## config.mk

```make
export PLATFORM = sky130hd
export DESIGN_NAME = pbe_ctrl
export DESIGN_NICKNAME = d
export VERILOG_FILES = /design/src/design/pbe_pkg.sv /design/src/design/pbe_ctrl.sv
export SDC_FILE = /design/constraint.sdc
export NUM_CORES = 1
export LEC_CHECK = 0
export BUFFER_PORTS_ARGS = -buffer_cell sky130_fd_sc_hd__buf_2
export CAP_MARGIN = 20
export CORE_AREA = 5 5 42 44
export DETAILED_ROUTE_END_ITERATION = 8
export DIE_AREA = 0 0 47 49
export PLACE_DENSITY_LB_ADDON = 0.25
export SLEW_MARGIN = 20
export SYNTH_ARGS = -nofsm -noshare
export SYNTH_HDL_FRONTEND = slang
export SYNTH_SLANG_ARGS = --single-unit
```

## constraint.sdc

```tcl
create_clock -name aclk -period 2.65 [get_ports aclk]
set_input_delay 0.53 -clock aclk [delete_from_list [all_inputs] [get_ports aclk]]
set_output_delay 0.53 -clock aclk [all_outputs]
set_load 0.05 [all_outputs]
```

## src/design/pbe_pkg.sv

```systemverilog
`timescale 1ns / 1ps
package pbe_pkg;

    localparam int DEF_MAX_POINTS   = 256;
    localparam int DEF_MAX_SEGMENTS = 64;
    localparam int DEF_MAX_ORDER    = 7;
    localparam int DEF_FRAC_BITS    = 16;

    localparam logic [31:0] BIAS          = 32'h8000_0000;
    localparam logic [2:0]  DEFAULT_ORDER = 3'd3;

    typedef enum logic [1:0] {
        FUNC_LOAD_POINT    = 2'd0,
        FUNC_LOAD_DURATION = 2'd1,
        FUNC_EVALUATE      = 2'd2
    } func_t;

    typedef enum logic [1:0] {
        CFG_CURVE_ORDER   = 2'd0,
        CFG_POINT_COUNT   = 2'd1,
        CFG_SEGMENT_COUNT = 2'd2
    } cfg_reg_t;

    typedef enum logic [3:0] {
        ST_IDLE,
        ST_SEG_RD,
        ST_SEG_CMP,
        ST_DIV,
        ST_PT_RD,
        ST_PT_CAP,
        ST_MUL,
        ST_ADD,
        ST_DROP,
        ST_OUT
    } state_t;

    typedef struct packed {
        logic load_point;
        logic load_duration;
        logic start_eval;
        logic seg_next;
        logic seg_take;
        logic div_step;
        logic pt_capture;
        logic lerp_mul;
        logic lerp_add;
        logic drop;
        logic out_load;
    } dp_cmd_t;

    typedef struct packed {
        logic empty;
        logic seg_hit;
        logic u_ready;
        logic pt_last;
        logic pass_end;
        logic cnt_two;
        logic out_busy;
    } dp_sts_t;

endpackage

```

## src/design/pbe_ctrl.sv

```systemverilog
`timescale 1ns / 1ps
module pbe_ctrl
    import pbe_pkg::*;
(
    input  logic       aclk,
    input  logic       aresetn,
    input  logic       s_tvalid,
    output logic       s_tready,
    input  logic [1:0] s_tuser,
    input  dp_sts_t    sts,
    output dp_cmd_t    cmd
);

    state_t state_reg, state_next;

    always_ff @(posedge aclk) begin
        if (!aresetn) begin
            state_reg <= ST_IDLE;
        end else begin
            state_reg <= state_next;
        end
    end

    always_comb begin
        state_next = state_reg;
        cmd        = '0;
        s_tready   = 1'b0;
        unique case (state_reg)
            ST_IDLE: begin
                s_tready = 1'b1;
                if (s_tvalid) begin
                    unique case (s_tuser)
                        FUNC_LOAD_POINT:    cmd.load_point    = 1'b1;
                        FUNC_LOAD_DURATION: cmd.load_duration = 1'b1;
                        FUNC_EVALUATE: begin
                            cmd.start_eval = 1'b1;
                            state_next     = sts.empty ? ST_OUT : ST_SEG_RD;
                        end
                        default: ;
                    endcase
                end
            end
            ST_SEG_RD: state_next = ST_SEG_CMP;
            ST_SEG_CMP: begin
                if (sts.seg_hit) begin
                    cmd.seg_take = 1'b1;
                    state_next   = ST_DIV;
                end else begin
                    cmd.seg_next = 1'b1;
                    state_next   = ST_SEG_RD;
                end
            end
            ST_DIV: begin
                if (sts.u_ready) begin
                    state_next = ST_PT_RD;
                end else begin
                    cmd.div_step = 1'b1;
                end
            end
            ST_PT_RD: state_next = ST_PT_CAP;
            ST_PT_CAP: begin
                cmd.pt_capture = 1'b1;
                state_next     = sts.pt_last ? ST_MUL : ST_PT_RD;
            end
            ST_MUL: begin
                cmd.lerp_mul = 1'b1;
                state_next   = ST_ADD;
            end
            ST_ADD: begin
                cmd.lerp_add = 1'b1;
                state_next   = sts.pass_end ? ST_DROP : ST_MUL;
            end
            ST_DROP: begin
                cmd.drop   = 1'b1;
                state_next = sts.cnt_two ? ST_OUT : ST_MUL;
            end
            ST_OUT: begin
                if (!sts.out_busy) begin
                    cmd.out_load = 1'b1;
                    state_next   = ST_IDLE;
                end
            end
            default: state_next = ST_IDLE;
        endcase
    end

endmodule

```

; Yosys cells after proc, flatten, opt, wreduce, memory -nomap -nowiden
; Index checks and enable logic that the tools add are counted.
[op_classes]
eq_ne = 15
muxes = 27
n_reduce_logical = 3
[op_table]
columns = cell, n
row1 = 4-bit one-hot mux with 10 select lines, 1
row2 = 4-bit 2-to-1 mux, 7
row3 = 4-bit by 3-bit == test with 1-bit output (second input constant), 4
row4 = 1-bit 2-to-1 mux, 14
row5 = 4-bit by 2-bit == test with 1-bit output (second input constant), 2
row6 = 4-bit == test (second input constant), 2
row7 = 2-bit 2-to-1 mux, 3
row8 = 3-bit 2-to-1 mux, 2
row9 = 2-bit inequality test (second input constant), 3
row10 = 4-bit by 1-bit == test with 1-bit output (second input constant), 1
row11 = 4-bit logical NOT, 1
row12 = 4-bit AND reduction, 1
row13 = 2-bit by 1-bit == test with 1-bit output (second input constant), 1
row14 = 2-bit == test (second input constant), 1
row15 = 2-bit logical NOT, 1
row16 = 2-bit by 1-bit inequality test with 1-bit output (second input constant), 1
[word_totals]
ff_bits = 4
input_bits = 12
elab_cells = 46

; Logic depth before layout (Yosys ltp)
; Gate-level depths: netlist of run 1.
[depth]
word_depth = 4
depth_mapped = 5

; Worst setup path after synthesis of run 1
; No wires, ideal clock.
[synth_timing]
path_kind = register -> output
startpoint = reg state_reg[3]
endpoint = out cmd[10] (netlist bit)
arrival_time_ps = 2525
required_time_ps = 2120
slack_ps = -405
path_stages_with_launch = 3
n_path_buf = 0
cell_sequence = dfxtp_1 or4_1 nor4b_1
[synth_rtl]
columns = element, line_no
row1 = "start, declared", pbe_ctrl.sv:14  ; state_t state_reg, state_next;
row2 = "start signal, assigned", pbe_ctrl.sv:20  ; state_reg <= state_next;
row3 = "end, declared", pbe_ctrl.sv:11  ; output dp_cmd_t cmd

==> summary.md, run 1 <==
| Metric | Value |
|---|---|
| Most frequent cells in the layout | buf_2 (23), nor2_1 (7), nor3_1 (4), dfxtp_1 (4) |
| Seq cells post-synth | 4 |
| Leak | 0.275 nW |
| First-pass DRT Iterations | 4 |
| Setup clock skew after layout | 1.22 ps |
| # diodes | 0 |
| Initial antenna violation count | 0 |
| CTS resizes | 0 |
| Routability cong. | 0.704 |
| Vias in the first global route | 487 |
| Worst reg2reg path depth | 4 |
| Synth Area per Inst | between 7 and 8 sq um |
| Cell Area, Synth | roughly 410 sq um |
| Clk sink count | 4 |
| Seq/Total Area, Yosys | about a fifth |
| CP Capture Type | output pin |
| GRT Max-Usage Layer | met2 |
| Main area contributors after synthesis | dfxtp_1 (20%), nor2_1 (6.4%), nor4b_1 (6.4%) |
| Worst vdd ir | 0.000443 V |
| Min-delay worst type | in -> reg |
| Largest net degree at the start of global routing | 16 |
| I/O Buffers | 23 |
| MaxCap Viol Count | 0 |
| Unique masters post-synth | 32 |
| Met2 usage | 16.1% |
| Io pins | 24 |
| CP Launch Type | flop |
| Via-to-Cell Ratio | 5.02 |
| Status | completed |
| Placed cell area | 551 sq um |
| Register area | approximately 80 sq um |
| Total GRT Usage | roughly 11% |
| TritonCTS clock tree | yes |
| Met1 usage | 14.2% |
| Count of pins over their slew limit | 0 |
| Layout area overhead | 40.5% |
| TritonCTS Buffers | 3 |
| Commonest non-fill, non-tap cell in the layout | buf_2 |
| NumNets Final | 94 |
| Worst Path Max Fanout | 13 |
| Yosys Warn Count | 0 |
| Max Buffers Root-to-Sink | 2 |
| Yosys top cell by area | dfxtp_1 |
| Reg clk slew, reported paths | 30 ps |
| Setup TNS | 0 ps |
| DR iter-0 viols | 6 |
| Wire length per cell | 11.5 um |
| Largest register FFs | 4 |
| GRT overflow | 0 |
| Setup Fix Bufs, Post-CTS | 0 |
| Share of layout cells above drive strength 1 | 40.0% |
| Final wirelength | around 1.1 mm |
| Worst-Margin Slew | 491 ps |
| CORE AREA | 1400 sq um |
| CP arrival | 1810 ps |
| Peak Freq | 0.427 GHz |
| DRT antenna net count | 0 |
| Initial core utilization | 29.1% |
| Period utilization | approximately 88% |
| DP HPWL | approximately 900 um |
| Mapped Cells | 57 |
| Slew HR | 67.2% |
| Crit path kind | reg -> out |
| Tot Pwr | 537 uW |
| Die X | 47 um |
| Period minus WS final | 2340 ps |
| Vias | 482 |
| Pwr/cell area | 937 nW/um^2 |
| Cts hold-fix bufs | 0 |
| Fillcell total | 178 |
| Final hold violations | 0 |
| RSZ-0062 raised after global routing | no |
| WP data required | 2120 ps |
| CTS HTree Levels | 1 |
| Met3 usage | 3.69% |
| Row count | 14 |
| Root buffer cell | clkbuf_4 |
| Final setup viols | 0 |
| Worst Hold Depth | 2 |
| Post-synth top area share | about a fifth |
| First-pass GRT wire length | roughly 2.0 mm |
| Syn Nets | 69 |
| Final Cell Area | 573 sq um |
| Die Height | approximately 49 um |
| Multi-input logic area | 320 sq um |
| # DRC | 0 |
| Die Area | 2300 sq um |
| Clock Latency Late Sink | about 230 ps |
==> Yosys cell counts (all sizes together) <==
master	count
o31ai	1
nor4b	3
and3b	1
o21ai	3
o211a	1
o31a	1
nor3b	3
and3	1
and4	1
o211ai	1
or3b	1
nor2	7
inv	2
a211oi	1
and2	1
a31oi	1
nor3	4
nand2b	2
nor2b	1
nand4	1
o21a	2
a21oi	3
nand3	1
dfxtp	4
nand2	3
buf	3
and4b	1
clkbuf	1
or4	1
nand3b	1
==> cell type report <==
class	count	share of cell area, %
multi-input cells	47	55.9
repair buffers	24	21.4
flip-flops and latches	4	14.0
clock buffers	3	3.93
well taps	16	3.49
inverters	2	1.31
==> through the flow <==
stage / hold WS, ps / util [%] / cells / setup WS [ps]
finish: 557 / 40.9 / 96 / 309
global route: 566 / 40.9 / 96 / 195
CTS: 551 / 40.9 / 96 / 294
detailed placement: 722 / 39.3 / 93 / 546
global placement: 734 / 39.3 / 93 / 577
floorplan: 648 / - / 57 / 209
==> cells by family (layout without fill, tap and decap cells) <==
family	Yosys count	after routing	synth area share, %
AOI/OAI and AO/OA	14	14	24.8
and+or+nand+nor	33	33	49.1
DFF	4	4	19.6
buffers and inverters	6	29	6.44
==> path summary, 6_finish.rpt <==
check                           slack [ps]                        end                 startpoint
worst min-delay path                   560  state_reg[0]$_SDFFE_PN0P_                    aresetn
worst max register to register        1030  state_reg[0]$_SDFFE_PN0P_  state_reg[3]$_SDFFE_PN0P_
worst min register to register         730  state_reg[2]$_SDFFE_PN0P_  state_reg[1]$_SDFFE_PN0P_
worst max-delay path                   310                     cmd[9]  state_reg[3]$_SDFFE_PN0P_
==> metal layers <==
metal  vias to the layer above  wire length [um]
met4                         0                 0
met3                         0                62
met1                       212               494
met2                         8               543
met5                         -                 0
li1                        262                 -
==> critical path, stage by stage, from the launching register on <==
cell and delay (ps):
dfxtp_1 410, or4_1 630, inv_1 110, and4b_1 180, buf_2 260
==> report_power, final <==
group          switching (mW)  internal, mW  total (mW)
Combinational           0.230         0.116       0.345
Clock                  0.0213        0.0504      0.0717
Sequential             0.0420        0.0781       0.120
Total                   0.293         0.244       0.537
(Power assumes the default switching activity.)
==> run 2, diff against run 1 <==
- RECOVER_POWER: default -> 50
- SETUP_SLACK_MARGIN: default -> 0.15
- clock period: 2.65 -> 2.3 ns (I/O delays scaled with it)
==> run 2 against run 1 <==
Clock power grew 20%. Routed wire length grew 11%. Highest routed layer is now met4. Combinational power grew 39%. Final cell count grew 3.1%.
==> summary.md, run 2 (same netlist as run 1, synthesis figures left out) <==
| Metric | Value |
|---|---|
| Status | completed (unchanged) |
| Wire length per cell | 12.4 um (was 11.5 um) |
| Worst Path Max Fanout | 3 (was 13) |
| Largest net degree at the start of global routing | 15 (was 16) |
| Max Buffers Root-to-Sink | 2 (unchanged) |
| Initial antenna violation count | 0 (unchanged) |
| Worst r2r src | state_reg[1]$_SDFFE_PN0P_ (was state_reg[3]$_SDFFE_PN0P_) |
| Clock Latency Late Sink | 230 ps (about the same) |
| Crit-path max cell delay | 550 ps (was 630 ps) |
| Period utilization | 89.5% |
| Tot Pwr | 664 uW (was 537 uW) |
| First-pass GRT wire length | 2.10 mm (was 1.95 mm) |
| CTS HTree Levels | 1 (unchanged) |
| Reg clk slew, reported paths | 40 ps (was 30 ps) |
| Total GRT Usage | 12.2% (was 11.1%) |
| CORE AREA | 1400 sq um (unchanged) |
| Most frequent cells in the layout | buf_2 (18), nor2_1 (7), buf_4 (5) (was buf_2 (23), nor2_1 (7), nor3_1 (4), dfxtp_1 (4)) |
| Largest register FFs | 4 (unchanged) |
| DRT antenna net count | 0 (unchanged) |
| Crit path kind | reg -> out (unchanged) |
| Cts hold-fix bufs | 0 (unchanged) |
| Period minus WS final | 2060 ps |
| Count of pins over their slew limit | 0 (unchanged) |
| Critical Path Start | state_reg[3]$_SDFFE_PN0P_ (unchanged) |
| Fillcell total | 161 (was 178) |
| Via-to-Cell Ratio | 5.27 (was 5.02) |
| Worst hold path startpoint | aresetn (unchanged) |
| Peak Freq | 0.486 GHz |
| CP cell instances | or4_4, nor4b_2, buf_2 (was or4_1, inv_1, and4b_1, buf_2) |
| Final wirelength | 1.22 mm (was 1.10 mm) |
| Leak | 0.281 nW (was 0.275 nW) |
| CP Launch Type | flop (unchanged) |
| Io pins | 24 (unchanged) |
| RSZ-0062 raised after global routing | no (unchanged) |
| Top Family by Delay on Critical Path | simple AND/OR/NAND/NOR gates (unchanged) |
| Final hold violations | 0 (unchanged) |
| CP Capture Type | output pin (unchanged) |
| Setup Fix Bufs, Post-CTS | 0 (unchanged) |
| # DRC | 0 (unchanged) |
| Slew HR | 60.4% (was 67.2%) |
| Worst-Margin Slew | 596 ps (was 491 ps) |
| Vias | 522 (was 482) |
| CTS resizes | 1 (was 0) |
| DR iter-0 viols | 6 (unchanged) |
| Setup clock skew after layout | 0.379 ps (was 1.22 ps) |
| I/O Buffers | 23 (unchanged) |
| First-pass DRT Iterations | 4 (unchanged) |
| Setup TNS | 0 ps (unchanged) |
| CP max stage cell | or4_4 (was or4_1) |
| Root buffer cell | clkbuf_4 (unchanged) |
| Min-delay worst type | in -> reg (unchanged) |
| GRT overflow | 0 (unchanged) |
| Die Area | 2300 sq um (unchanged) |
| NumNets Final | 97 (was 94) |
| Share of layout cells above drive strength 1 | 44.6% (was 40.0%) |
| Final setup viols | 0 (unchanged) |
| Die X | 47 um (unchanged) |
| Die Height | 49 um (unchanged) |
| WP data required | 1840 ps (was 2120 ps) |
| Initial core utilization | 29.1% (unchanged) |
| Worst vdd ir | 0.000581 V (was 0.000443 V) |
| Routability cong. | 0.760 (was 0.704) |
| Commonest non-fill, non-tap cell in the layout | buf_2 (unchanged) |
| Vias in the first global route | 498 (was 487) |
| Row count | 14 (unchanged) |
| DP HPWL | 968 um (was 900 um) |
| # diodes | 0 (unchanged) |
| Pwr/cell area | 1080 nW/um^2 (was 937 nW/um^2) |
| TritonCTS Buffers | 3 (unchanged) |
| CP arrival | 1600 ps (was 1810 ps) |
| Clk sink count | 4 (unchanged) |
| TritonCTS clock tree | yes (unchanged) |
| MaxCap Viol Count | 0 (unchanged) |
| Layout area overhead | 50.6% (was 40.5%) |
| Worst path buffer plus inverter count | 1 (was 2) |
## run 2: final timing paths
path / end / slack, ps / depth (start not counted)
setup reg to reg: state_reg[3]$_SDFFE_PN0P_ / 530 / 5
setup / recovery: cmd[10] / 240 / 3
hold / removal: state_reg[0]$_SDFFE_PN0P_ / 470 / 2
hold reg to reg: state_reg[2]$_SDFFE_PN0P_ / 790 / 4
## run 2: cell type report
cell class                 instances  area [sq um]  share of cell area [%]
sequential                         4          80.1                    13.0
timing repair buffer              27           143                    23.2
tap                               16          20.0                    3.26
inverter                           2          7.51                    1.22
multi-input combinational         47           342                    55.6
clock buffer                       3          22.5                    3.67
## run 2: per-stage QoR
step           util, %  area, sq um  cells  setup WS [ps]  hold WS (ps)
5_1_grt           43.8          614     99            158           482
6_report          43.8          614     99            242           473
3_3_place_gp      42.5          596     96            405           717
3_5_place_dp      42.5          596     96            374           715
2_1_floorplan        -          449     57           7.64           578
4_1_cts           44.3          621     99            174           468
## run 2: metal layers
| metal | wire length [um] | global-route usage (%) | part of all wire (%) | vias up |
|---|---|---|---|---|
| met5 | 0 | 0 | 0 | - |
| met4 | 9 | 6.91 | 0.74 | 0 |
| met3 | 73 | 2.21 | 6.0 | 2 |
| met2 | 615 | 17.9 | 50 | 13 |
| met1 | 525 | 16.0 | 43 | 241 |
| li1 | - | - | - | 266 |
## run 2: where the power goes
group	switching (mW)	internal, mW	total [mW]	leakage (nW)
combinational	0.313	0.165	0.478	0.234
clock	0.0280	0.0583	0.0863	0.0138
sequential	0.0101	0.0898	0.0999	0.0326
total	0.351	0.313	0.664	0.281
==> run 3, diff against run 2 <==
- clock period: 2.3 -> 2.2 ns (I/O delays scaled with it)
==> run 3 against run 2 <==
First-iteration DRC count is 100% higher. Sequential power is 5% higher. Non-clock buffer count is 1 higher. Final cell count is 1.0% higher. Die area stayed put.
==> summary.md, run 3 (same netlist as run 1, synthesis figures left out) <==
| Metric | Value |
|---|---|
| Status | completed (unchanged) |
| DP HPWL | 968 um (unchanged) |
| Worst Path Max Fanout | 12 (was 3) |
| Crit path kind | reg -> out (unchanged) |
| Io pins | 24 (unchanged) |
| Most frequent cells in the layout | buf_2 (16), nor2_1 (7), buf_4 (5) (was buf_2 (18), nor2_1 (7), buf_4 (5)) |
| DR iter-0 viols | 12 (was 6) |
| Final setup viols | 0 (unchanged) |
| CP Launch Type | flop (unchanged) |
| WP data required | 1760 ps (was 1840 ps) |
| Placed Cells | 96 (unchanged) |
| Die X | 47 um (unchanged) |
| Final core occ | 46.1% (was 43.8%) |
| Reg2reg setup slack | 370 ps (was 530 ps) |
| Fillcell total | 160 (was 161) |
| TritonCTS clock tree | yes (unchanged) |
| Commonest non-fill, non-tap cell in the layout | buf_2 (unchanged) |
| Min-delay worst type | in -> reg (unchanged) |
| Wire length per cell | 13.2 um (was 12.4 um) |
| # diodes | 0 (unchanged) |
| Worst vdd ir | 0.000639 V (was 0.000581 V) |
| Largest net degree at the start of global routing | 15 (unchanged) |
| Via-to-Cell Ratio | 5.27 (about the same) |
| Total GRT Usage | 12.3% (was 12.2%) |
| First-pass GRT wire length | 2.12 mm (was 2.10 mm) |
| NumNets Final | 98 (was 97) |
| Worst setup slack after layout | 177 ps (was 242 ps) |
| Multi-input logic area | 350 sq um (was 342 sq um) |
| Register area | 80.1 sq um (unchanged) |
| Cts hold-fix bufs | 0 (unchanged) |
| Non-Filler Instances | 100 (was 99) |
| Clock Latency Late Sink | 230 ps (about the same) |
| Pwr/cell area | 1150 nW/um^2 (was 1080 nW/um^2) |
| Count of pins over their slew limit | 0 (unchanged) |
| RSZ-0062 raised after global routing | yes (was no) |
| Final wirelength | 1.32 mm (was 1.22 mm) |
| Slew HR | 60.6% (was 60.4%) |
| Die Area | 2300 sq um (unchanged) |
| Die Height | 49 um (unchanged) |
| Max Buffers Root-to-Sink | 2 (unchanged) |
| Period utilization | 91.9% |
| Leak | 0.295 nW (was 0.281 nW) |
| Clk sink count | 4 (unchanged) |
| Placed cell area | 596 sq um (unchanged) |
| Final Cell Area | 646 sq um (was 614 sq um) |
| Routability cong. | 0.760 (unchanged) |
| Root buffer cell | clkbuf_4 (unchanged) |
| Final hold violations | 0 (unchanged) |
| Initial antenna violation count | 0 (unchanged) |
| MaxCap Viol Count | 0 (unchanged) |
| # DRC | 0 (unchanged) |
| GRT overflow | 0 (unchanged) |
| Share of layout cells above drive strength 1 | 47.6% (was 44.6%) |
| First-pass DRT Iterations | 4 (unchanged) |
| Layout area overhead | 58.3% (was 50.6%) |
| CP arrival | 1580 ps (was 1600 ps) |
| Reg clk slew, reported paths | 40 ps (about the same) |
| CP Capture Type | output pin (unchanged) |
| CORE AREA | 1400 sq um (unchanged) |
| CTS HTree Levels | 1 (unchanged) |
| Vias | 527 (was 522) |
| DRT antenna net count | 0 (unchanged) |
| Initial core utilization | 29.1% (unchanged) |
| I/O Buffers | 23 (unchanged) |
| Vias in the first global route | 498 (unchanged) |
| Tot Pwr | 740 uW (was 664 uW) |
| Peak Freq | 0.494 GHz |
| TritonCTS Buffers | 3 (unchanged) |
| Row count | 14 (unchanged) |
| Setup clock skew after layout | 0.384 ps (was 0.379 ps) |
| Period minus WS final | 2020 ps |
| Worst-Margin Slew | 594 ps (was 596 ps) |
| Post-Place Worst Slack | 294 ps (was 374 ps) |
| Largest register FFs | 4 (unchanged) |
## run 3: power breakdown
group          internal, mW  leakage [nW]  switching, mW
Clock                0.0610        0.0138         0.0292
Sequential           0.0939        0.0326         0.0109
Combinational         0.198         0.249          0.348
## run 3: path summary, 6_finish.rpt
path	cells past startpoint	from	end
worst min-delay path	2	aresetn	state_reg[0]$_SDFFE_PN0P_
worst max register to register	5	state_reg[1]$_SDFFE_PN0P_	state_reg[3]$_SDFFE_PN0P_
worst min register to register	4	state_reg[3]$_SDFFE_PN0P_	state_reg[2]$_SDFFE_PN0P_
worst max-delay path	4	state_reg[3]$_SDFFE_PN0P_	cmd[4]
## run 3: per-layer routing
metal  vias up  wire, um  global-route usage (%)
met3         2        62                    2.21
met1       248       577                    16.0
met4         0         9                    6.91
met2        11       665                    18.3
li1        266         -                       -
met5         -         0                       0
## run 3: cell type report
class,instances,share of cell area [%]
multi-input cells,47,54.3
repair buffers,28,25.6
flip-flops and latches,4,12.4
clock buffers,3,3.49
well taps,16,3.10
inverters,2,1.16
## run 3: timing repair
item / 4_1_cts / 5_1_grt
setup endpoints to repair: 3 / 4
setup buffers: 0 / 1
resized for setup: 3 / 7
pin swaps: 0 / 2
## run 3: critical path, cell delays in order, from the launching register on
cell	delay (ps)
dfxtp_1	300
buf_4	170
nand2b_1	200
nor3b_2	190
clkbuf_1	490
## run 3: through the flow
step                      hold slack [ps]  TNS [ps]
final                                 454         0
after global routing                  462         0
after CTS                             448         0
after detailed placement              695         0
after global placement                697         0
after floorplan                       558     -72.4
